[config.mk]
export PLATFORM = sky130hd
export DESIGN_NAME = basic_line_tokenizer_unit
export DESIGN_NICKNAME = d
export VERILOG_FILES = /design/src/rtl/core/blt_pkg.sv /design/src/rtl/core/blt_step.sv /design/src/rtl/core/blt_outq.sv /design/src/rtl/core/basic_line_tokenizer_unit.sv
export SDC_FILE = /design/constraint.sdc
export NUM_CORES = 1
export LEC_CHECK = 0
export BUFFER_PORTS_ARGS = -buffer_cell sky130_fd_sc_hd__buf_2
export CAP_MARGIN = 40
export CORE_ASPECT_RATIO = 0.75
export CORE_MARGIN = 2
export CORE_UTILIZATION = 35
export CTS_CLUSTER_DIAMETER = 200
export CTS_CLUSTER_SIZE = 40
export DETAILED_ROUTE_END_ITERATION = 8
export PLACE_DENSITY = 0.61
export SYNTH_ARGS = -nofsm -noshare
export SYNTH_HDL_FRONTEND = slang
export SYNTH_SLANG_ARGS = --single-unit
export TNS_END_PERCENT = 10
[constraint.sdc]
create_clock -name clk -period 15.9 [get_ports clk]
set_input_delay 0.795 -clock clk [delete_from_list [all_inputs] [get_ports clk]]
set_output_delay 0.795 -clock clk [all_outputs]
set_load 0.02 [all_outputs]
[src/rtl/core/blt_pkg.sv]
// shared types and character codes for the line tokenizer
package blt_pkg;

	// character codes the tokenizer reacts to
	localparam logic [7:0] CH_NUL   = 8'd0;
	localparam logic [7:0] CH_TAB   = 8'd9;
	localparam logic [7:0] CH_LF    = 8'd10;
	localparam logic [7:0] CH_CR    = 8'd13;
	localparam logic [7:0] CH_SPACE = 8'd32;
	localparam logic [7:0] CH_QUOTE = 8'd34;
	localparam logic [7:0] CH_HASH  = 8'd35;

	// result queue depth, a power of two
	localparam int OUTQ_DEPTH = 4;

	// result kinds
	typedef enum logic [1:0] {
		KIND_CHAR     = 2'd0,
		KIND_CLOSE    = 2'd1,
		KIND_DROP     = 2'd2,
		KIND_LINE_END = 2'd3
	} blt_kind_t;

	// one result transaction
	typedef struct packed {
		blt_kind_t   kind;
		logic [5:0]  num;
		logic [5:0]  pos;
		logic [7:0]  ch;
		logic        last;
	} blt_res_t;

	// per-line flags
	typedef struct packed {
		logic in_quote;
		logic after_quoted;
		logic in_ws_run;
		logic hash2;
		logic skipping;
	} blt_flags_t;

	localparam blt_flags_t FLAGS_RESET = '{
		in_quote:     1'b0,
		after_quoted: 1'b1,
		in_ws_run:    1'b0,
		hash2:        1'b0,
		skipping:     1'b0
	};

endpackage

[src/rtl/core/blt_step.sv]
// next-state and result logic for one line character
module blt_step #(
	parameter int MAX_TOKEN_COUNT = 32,
	parameter int TOKEN_BUFFER_LENGTH = 64,
	localparam int CW = $clog2(MAX_TOKEN_COUNT + 1),
	localparam int IW = $clog2(TOKEN_BUFFER_LENGTH)
) (
	input  logic                 ws_mode,
	input  logic [7:0]           char_in,
	input  logic [CW-1:0]        tok_cnt,
	input  logic [IW-1:0]        chr_idx,
	input  blt_pkg::blt_flags_t  flags,
	output logic [CW-1:0]        tok_cnt_nxt,
	output logic [IW-1:0]        chr_idx_nxt,
	output blt_pkg::blt_flags_t  flags_nxt,
	output blt_pkg::blt_res_t    res0,
	output blt_pkg::blt_res_t    res1,
	output logic [1:0]           res_n
);
	import blt_pkg::*;

	localparam logic [CW:0]   MAX_W    = (CW + 1)'(MAX_TOKEN_COUNT);
	localparam logic [IW-1:0] LAST_IDX = IW'(TOKEN_BUFFER_LENGTH - 1);

	function automatic blt_res_t mk_res(input blt_kind_t k, input logic [CW-1:0] num,
			input logic [IW-1:0] pos, input logic [7:0] ch);
		blt_res_t r;
		r.kind = k;
		r.num  = 6'(num);
		r.pos  = 6'(pos);
		r.ch   = ch;
		r.last = 1'b0;
		return r;
	endfunction

	logic [CW-1:0] tc;
	logic [IW-1:0] ci;
	blt_flags_t    f;
	logic [1:0]    n;
	blt_res_t      r0, r1, x;
	logic          blank, brk, delim, lim1;
	logic          do_drop, do_close, do_app;

	always_comb begin
		tc       = tok_cnt;
		ci       = chr_idx;
		f        = flags;
		n        = 2'd0;
		r0       = '0;
		r1       = '0;
		x        = '0;
		do_drop  = 1'b0;
		do_close = 1'b0;
		do_app   = 1'b0;
		delim    = 1'b0;
		blank    = (char_in == CH_SPACE) || (char_in == CH_TAB);
		brk      = (char_in == CH_NUL) || (char_in == CH_CR) || (char_in == CH_LF);
		// count reaches the limit once the token now open is closed
		lim1     = ((CW + 1)'(tok_cnt) + (CW + 1)'(1)) >= MAX_W;

		if (!flags.skipping) begin
			// decide what this character does
			if (!ws_mode) begin
				if (brk || (blank && !f.in_quote)) begin
					if (ci != '0) begin
						if (!f.after_quoted && f.hash2) begin
							do_drop    = 1'b1;
							f.skipping = 1'b1;
						end else begin
							do_close       = 1'b1;
							f.after_quoted = 1'b0;
						end
					end
				end else if (char_in == CH_QUOTE) begin
					f.in_quote = !f.in_quote;
					if (!f.in_quote && ci != '0) begin
						do_close = 1'b1;
					end else begin
						f.after_quoted = 1'b1;
					end
				end else begin
					do_app = 1'b1;
				end
			end else begin
				if (f.in_ws_run) begin
					if (brk) begin
						do_drop = (char_in == CH_NUL) && (ci != '0);
					end else if (!blank) begin
						// word character ends the whitespace token and starts a new one unless the token limit is reached
						do_close    = 1'b1;
						f.in_ws_run = 1'b0;
						if (!lim1) begin
							if (char_in == CH_QUOTE) begin
								f.in_quote = !f.in_quote;
							end
							do_app = 1'b1;
						end
					end else begin
						do_app = 1'b1;
					end
				end else begin
					delim = f.in_quote ? (char_in == CH_NUL) : (brk || blank);
					if (delim) begin
						do_close    = (ci != '0);
						f.in_ws_run = 1'b1;
						do_app      = blank && !(do_close && lim1);
					end else begin
						if (char_in == CH_QUOTE) begin
							f.in_quote = !f.in_quote;
						end
						do_app = 1'b1;
					end
				end
			end

			// drop or close the open token
			if (do_drop) begin
				x = mk_res(KIND_DROP, tc, '0, 8'd0);
				if (n == 2'd0) r0 = x; else r1 = x;
				n       = n + 2'd1;
				ci      = '0;
				f.hash2 = 1'b0;
			end
			if (do_close) begin
				x = mk_res(KIND_CLOSE, tc, '0, 8'd0);
				if (n == 2'd0) r0 = x; else r1 = x;
				n       = n + 2'd1;
				tc      = tc + CW'(1);
				ci      = '0;
				f.hash2 = 1'b0;
			end

			// append, or close a full token
			if (do_app) begin
				if (ci == LAST_IDX) begin
					x = mk_res(KIND_CLOSE, tc, '0, 8'd0);
					if (n == 2'd0) r0 = x; else r1 = x;
					n       = n + 2'd1;
					tc      = tc + CW'(1);
					ci      = '0;
					f.hash2 = 1'b0;
				end else begin
					x = mk_res(KIND_CHAR, tc, ci, char_in);
					if (n == 2'd0) r0 = x; else r1 = x;
					n = n + 2'd1;
					if (ci == IW'(1)) begin
						f.hash2 = (char_in == CH_HASH);
					end
					ci = ci + IW'(1);
				end
			end

			// token limit stops the line
			if ({1'b0, tc} >= MAX_W) begin
				f.skipping = 1'b1;
			end
		end

		// zero character closes the line
		if (char_in == CH_NUL) begin
			if (n == 2'd2) begin
				n = 2'd1;
			end
			x = mk_res(KIND_LINE_END, tc, '0, 8'd0);
			if (n == 2'd0) r0 = x; else r1 = x;
			n  = n + 2'd1;
			tc = '0;
			ci = '0;
			f  = FLAGS_RESET;
		end

		// mark the last result of this character
		if (n == 2'd1) begin
			r0.last = 1'b1;
		end else if (n == 2'd2) begin
			r1.last = 1'b1;
		end

		tok_cnt_nxt = tc;
		chr_idx_nxt = ci;
		flags_nxt   = f;
		res0        = r0;
		res1        = r1;
		res_n       = n;
	end

endmodule

[src/rtl/core/blt_outq.sv]
// small result queue taking up to two results per cycle
module blt_outq (
	input  logic               clk,
	input  logic               arst_n,
	input  logic [1:0]         push_n,
	input  blt_pkg::blt_res_t  res0,
	input  blt_pkg::blt_res_t  res1,
	output logic               room,
	output blt_pkg::blt_res_t  head,
	output logic               head_valid,
	input  logic               head_ready
);
	import blt_pkg::*;

	localparam int PW = $clog2(OUTQ_DEPTH);
	localparam int CNW = $clog2(OUTQ_DEPTH + 1);

	blt_res_t        mem [OUTQ_DEPTH];
	logic [PW-1:0]   wr_q, rd_q;
	logic [CNW-1:0]  cnt_q;
	logic            pop;

	assign head_valid = (cnt_q != '0);
	assign head       = mem[rd_q];
	assign pop        = head_valid && head_ready;
	// room for two more results, judged on the registered count
	assign room       = cnt_q <= CNW'(OUTQ_DEPTH - 2);

	// entry storage
	always_ff @(posedge clk) begin
		if (push_n != 2'd0) begin
			mem[wr_q] <= res0;
		end
		if (push_n == 2'd2) begin
			mem[wr_q + PW'(1)] <= res1;
		end
	end

	// pointers and fill count
	always_ff @(posedge clk or negedge arst_n) begin
		if (!arst_n) begin
			wr_q  <= '0;
			rd_q  <= '0;
			cnt_q <= '0;
		end else begin
			wr_q  <= wr_q + PW'(push_n);
			rd_q  <= rd_q + PW'(pop);
			cnt_q <= cnt_q + CNW'(push_n) - CNW'(pop);
		end
	end

endmodule

[src/rtl/core/basic_line_tokenizer_unit.sv]
// top level of the line tokenizer: input stage, line state and result queue
//
// Characters of a text line come in on char_in (in_valid / in_ready), one per
// transaction; a zero character ends the line. Each character gives zero, one
// or two result transactions on out_valid / out_ready: a token character, a
// closed token, a dropped token or the line end with the token count, the
// last one of a character flagged by last_result.
// keep_whitespace_mode selects word mode or whitespace mode; it is written
// through cfg_valid / cfg_ready (always ready), by the user only while the
// block is idle, which the user alone must ensure. A character is
// registered on acceptance, evaluated against the line state from that
// register and its results written to a four-entry queue whose head drives
// the output. One character is taken every cycle while its results fit: the
// result queue drains one result a cycle while the receiver is ready, so a run
// of characters that give two results is taken only as fast as the queue
// drains. Characters with no result add nothing but still wait for room.
// When the receiver stalls, the queue fills and in_ready falls once the
// queue has no room for two more results; nothing is lost.
// Reset clears the line state, the input stage, the queue and the mode.
module basic_line_tokenizer_unit #(
	parameter int MAX_TOKEN_COUNT = 32,
	parameter int TOKEN_BUFFER_LENGTH = 64
) (
	input  logic        clk,
	input  logic        arst_n,
	input  logic        cfg_valid,
	output logic        cfg_ready,
	input  logic        keep_whitespace_mode,
	input  logic        in_valid,
	output logic        in_ready,
	input  logic [7:0]  char_in,
	output logic        out_valid,
	input  logic        out_ready,
	output logic [1:0]  result_kind,
	output logic [5:0]  token_number,
	output logic [5:0]  char_position,
	output logic [7:0]  out_char,
	output logic        last_result
);
	import blt_pkg::*;

	localparam int CW = $clog2(MAX_TOKEN_COUNT + 1);
	localparam int IW = $clog2(TOKEN_BUFFER_LENGTH);

	logic           ws_mode_q;
	logic [7:0]     char_s1;
	logic           valid_s1;
	logic [CW-1:0]  tok_cnt_q, tok_cnt_nxt;
	logic [IW-1:0]  chr_idx_q, chr_idx_nxt;
	blt_flags_t     flags_q, flags_nxt;
	blt_res_t       res0, res1, head;
	logic [1:0]     step_n, push_n;
	logic           room, proceed;

	// configuration register
	assign cfg_ready = 1'b1;
	always_ff @(posedge clk or negedge arst_n) begin
		if (!arst_n) begin
			ws_mode_q <= 1'b0;
		end else if (cfg_valid && cfg_ready) begin
			ws_mode_q <= keep_whitespace_mode;
		end
	end

	// input stage
	assign proceed  = valid_s1 && room;
	assign in_ready = !valid_s1 || proceed;

	always_ff @(posedge clk or negedge arst_n) begin
		if (!arst_n) begin
			valid_s1 <= 1'b0;
		end else if (in_ready) begin
			valid_s1 <= in_valid;
		end
	end

	always_ff @(posedge clk) begin
		if (in_valid && in_ready) begin
			char_s1 <= char_in;
		end
	end

	// character evaluation
	blt_step #(
		.MAX_TOKEN_COUNT(MAX_TOKEN_COUNT),
		.TOKEN_BUFFER_LENGTH(TOKEN_BUFFER_LENGTH)
	) u_step (
		.ws_mode     (ws_mode_q),
		.char_in     (char_s1),
		.tok_cnt     (tok_cnt_q),
		.chr_idx     (chr_idx_q),
		.flags       (flags_q),
		.tok_cnt_nxt (tok_cnt_nxt),
		.chr_idx_nxt (chr_idx_nxt),
		.flags_nxt   (flags_nxt),
		.res0        (res0),
		.res1        (res1),
		.res_n       (step_n)
	);

	// line state
	always_ff @(posedge clk or negedge arst_n) begin
		if (!arst_n) begin
			tok_cnt_q <= '0;
			chr_idx_q <= '0;
			flags_q   <= FLAGS_RESET;
		end else if (proceed) begin
			tok_cnt_q <= tok_cnt_nxt;
			chr_idx_q <= chr_idx_nxt;
			flags_q   <= flags_nxt;
		end
	end

	// result queue
	assign push_n = proceed ? step_n : 2'd0;

	blt_outq u_outq (
		.clk        (clk),
		.arst_n     (arst_n),
		.push_n     (push_n),
		.res0       (res0),
		.res1       (res1),
		.room       (room),
		.head       (head),
		.head_valid (out_valid),
		.head_ready (out_ready)
	);

	assign result_kind   = head.kind;
	assign token_number  = head.num;
	assign char_position = head.pos;
	assign out_char      = head.ch;
	assign last_result   = head.last;

`ifndef SYNTHESIS
	// token count never passes the limit
	a_tok_bound: assert property (@(posedge clk) disable iff (!arst_n)
		{1'b0, tok_cnt_q} <= (CW + 1)'(MAX_TOKEN_COUNT))
		else $error("token count above limit");

	// a live line is always below the token limit
	a_live_below: assert property (@(posedge clk) disable iff (!arst_n)
		!flags_q.skipping |-> ({1'b0, tok_cnt_q} < (CW + 1)'(MAX_TOKEN_COUNT)))
		else $error("line not stopped at token limit");

	// the zero character always yields a line-end result
	a_line_end: assert property (@(posedge clk) disable iff (!arst_n)
		(proceed && char_s1 == CH_NUL) |-> (step_n != 2'd0))
		else $error("line end without result");

	// line state returns to reset after the zero character
	a_line_reset: assert property (@(posedge clk) disable iff (!arst_n)
		(proceed && char_s1 == CH_NUL) |=> (tok_cnt_q == '0 && chr_idx_q == '0
			&& flags_q == FLAGS_RESET))
		else $error("line state not cleared at line end");
`endif

endmodule

==> impl_metrics.ini <==
[clocking]
cts_tree = yes
ctsResizeCount = 0
clk_path_buf_depth = 2
clk_pin_slew_ns = 0.06
clk_latency_ns = 0.43
clock_sinks = 126
cts_setup_buffers = 0
cts-root-buf = clkbuf_16
htreeDepth = 4
holdBufCountCts = 0
cts_buffers = 17

[critical_path]
path_max_fanout = 14
cpMaxStageDelayCell = nor4_4
cp-start-kind = register
cp.arrival_ns = 5.98
r2r-start = char_s1[3]
end_kind = register
max_stage_delay_ns = 0.81
r2r_slack_ns = 10.19
cp_common_cell = nor2_1
cp.buffers_inverters = 1
critPathRequiredTime_ns = 16.17
cp_top_family = simple AND/OR/NAND/NOR gates
critical_path.cell_chain = or3b_1, a2111oi_4, nand4_1, o221ai_2, or2_1, inv_2, ha_1, nor4_4, nor2_1, ha_1, nor2_1, nor2_1, o31ai_4, nor4_4, a21oi_2, nor2_1
worstSetupPathType = reg2reg
timing.rr.end = u_outq.mem[2][3]
reg2regPathDepth = 16

[run]
drv_cap = 0

[synth]
netlist_top_cells_count = 100 x edfxtp_1, 86 x nor2_1, 63 x nand2_1
syn-num-nets = 656
synth-simple-area-share = 0.167
synthCells = 627
synth_most_common_cell = edfxtp_1
ys_async_sr_fraction = 0.206
ys_types = 81
synth_edf_count = 100
synth_top_cell_by_area = edfxtp_1
yosys_warnings = 0
netlist_area_um2 = 7160
synthAdderAreaFrac = 0.0273
ys_ff_latch = 126
avgSynthCellArea_um2 = 11.4
synth_top_area_frac = 0.419
synth_top_family_by_area = simple AND/OR/NAND/NOR gates
synthMuxAreaShare = 0.110
synth_compound_area_frac = 0.131
synth-xor-area-share = 0.0220
synth_area_leaders = edfxtp_1 42%, dfrtp_1 8.7%, mux4_2 7.2%
ys_seq_area_frac = 0.510
synth-main-ff-cell = edfxtp_1

[sta]
setup_viol = 0
fin_skew_ns = 0.0110
rsz0062_at_grt = no
worstMarginPinSlew_ns = 0.903
clock.fmax_ghz = 0.175
final-max-slew-violation-count = 0
relSlewSlack = 0.394
finalWorstSetupSlack_ns = 10.19
hold_viol = 0
timing.setup.tns_ns = 0
period_share = 0.359
final.min_clock_period_ns = 5.71

[drt]
drc = 0
routed-via-count = 5300
wl_per_cell_um = 20.2
firstDrtPassIters = 5
drt_iter0_markers = 575
avgViaCountPerCell = 5.71
ant_nets = 0
wl_um = 18800

[die]
core_um2 = 20200
die_y_um = 128
io_pins = 40
initial_core_util = 0.355
die-area_um2 = 21600
die_w_um = 169
std_cell_rows = 45

[hold_path]
worstHoldPathType = in2async

[run_status]
status = completed

[global_route]
first_global_vias = 5248
grt_start_max_net_pins = 32
grt_antenna_before_repair = 0
grt.total_usage = 0.184
grt_pass1_wl_um = 30200
grt_overflow = 0

[placed_design]
pre_cts_ws_ns = 10.27
hpwl_um = 13300
place.gp.congestion = 0.906
dp_cells = 897
io_buffers = 38

[power_and_ir_drop]
p_int_uw = 850
power_density_nw_per_um2 = 166
p_leak_uw = 0.00298
combPwrFrac = 0.357
power_frac_seq = 0.376
switching_share = 0.373
clkPwrFrac = 0.267
ir_worst_vdd_mv = 0.0841
total_power_uw = 1360
p_switching_uw = 506

[cells_and_area]
final_cell_count_no_fill = 929
nets = 688
antennaDiodeCount = 0
layout-drive-gt1-share = 0.207
syn_to_final_growth_pct = 14.1
-- metrics by stage --
stage,hold slack [ns],util,cell area [µm²]
floorplan,0.460,-,7160
global placement,0.478,0.376,7580
detailed placement,0.505,0.378,7620
CTS,0.411,0.405,8160
global route,0.439,0.405,8170
finish,0.392,0.405,8170
-- sequential cells by signal, indices dropped and copies added, names as in the netlist --
register	cells
valid_s1	1
tok_cnt_q	6
ws_mode_q	1
u_outq.wr_q	2
u_outq.rd_q	2
flags_q	5
chr_idx_q	6
char_s1	8
u_outq.cnt_q	3
u_outq.mem	92
-- worst max path at each step --
stage	from	endpoint	slack, ns	cells past startpoint
CTS	char_s1[3]	u_outq.mem[2][3]	10.25	16
floorplan	chr_idx_q[2]	u_outq.mem[2][0]	10.22	17
global placement	char_s1[4]	u_outq.mem[2][7]	10.32	15
detailed placement	char_s1[3]	u_outq.mem[2][3]	10.27	16
global route	char_s1[3]	u_outq.mem[2][11]	9.75	16
finish	char_s1[3]	u_outq.mem[2][3]	10.19	16
-- layout by cell type (no fill, tap or decap), drive strengths merged, types with 13 or more instances in the layout --
| cell type | netlist | final |
|---|---|---|
| mux4 | 23 | 23 |
| a21oi | 28 | 28 |
| o21ai | 31 | 31 |
| nand3 | 13 | 13 |
| buf | 15 | 49 |
| nor2 | 86 | 86 |
| nand2 | 64 | 64 |
| inv | 19 | 22 |
| clkbuf | 22 | 19 |
| nor3 | 22 | 22 |
| dfrtp | 25 | 25 |
| mux2i | 17 | 17 |
| edfxtp | 100 | 100 |
| ha | 14 | 14 |
-- routing by layer --
metal  global-route usage  share of wire  vias up
li1                     -              -     2420
met1                0.272           0.47     2609
met2                0.264           0.43      246
met3               0.0448          0.085       25
met4               0.0598          0.014        0
met5                    0              0        -
-- logic make-up after synthesis --
family	after synthesis
XOR/XNOR	18
multiplexers	49
adder cells (fa/ha/maj)	15
AND/OR/NAND/NOR	241
AO/OA/AOI/OAI	121
buffers and inverters	56
other	1
flip-flops	126
-- power by group through the flow --
| stage | Combinational (µW) | Clock (µW) | Sequential (µW) |
|---|---|---|---|
| floorplan | 367 | 0 | 481 |
| global placement | 467 | 0 | 519 |
| detailed placement | 487 | 0 | 517 |
| CTS | 489 | 368 | 511 |
| global route | 531 | 382 | 520 |
| finish | 485 | 361 | 510 |
-- final cells by class --
type,count,area (µm²)
tap,258,323
fill,1925,12000
sequential,126,3650
timing repair buffer,50,287
inverter,19,71.3
multi-input combinational,445,3290
clock buffer,18,429
clock inverter,13,116
(Power assumes the default switching activity.)
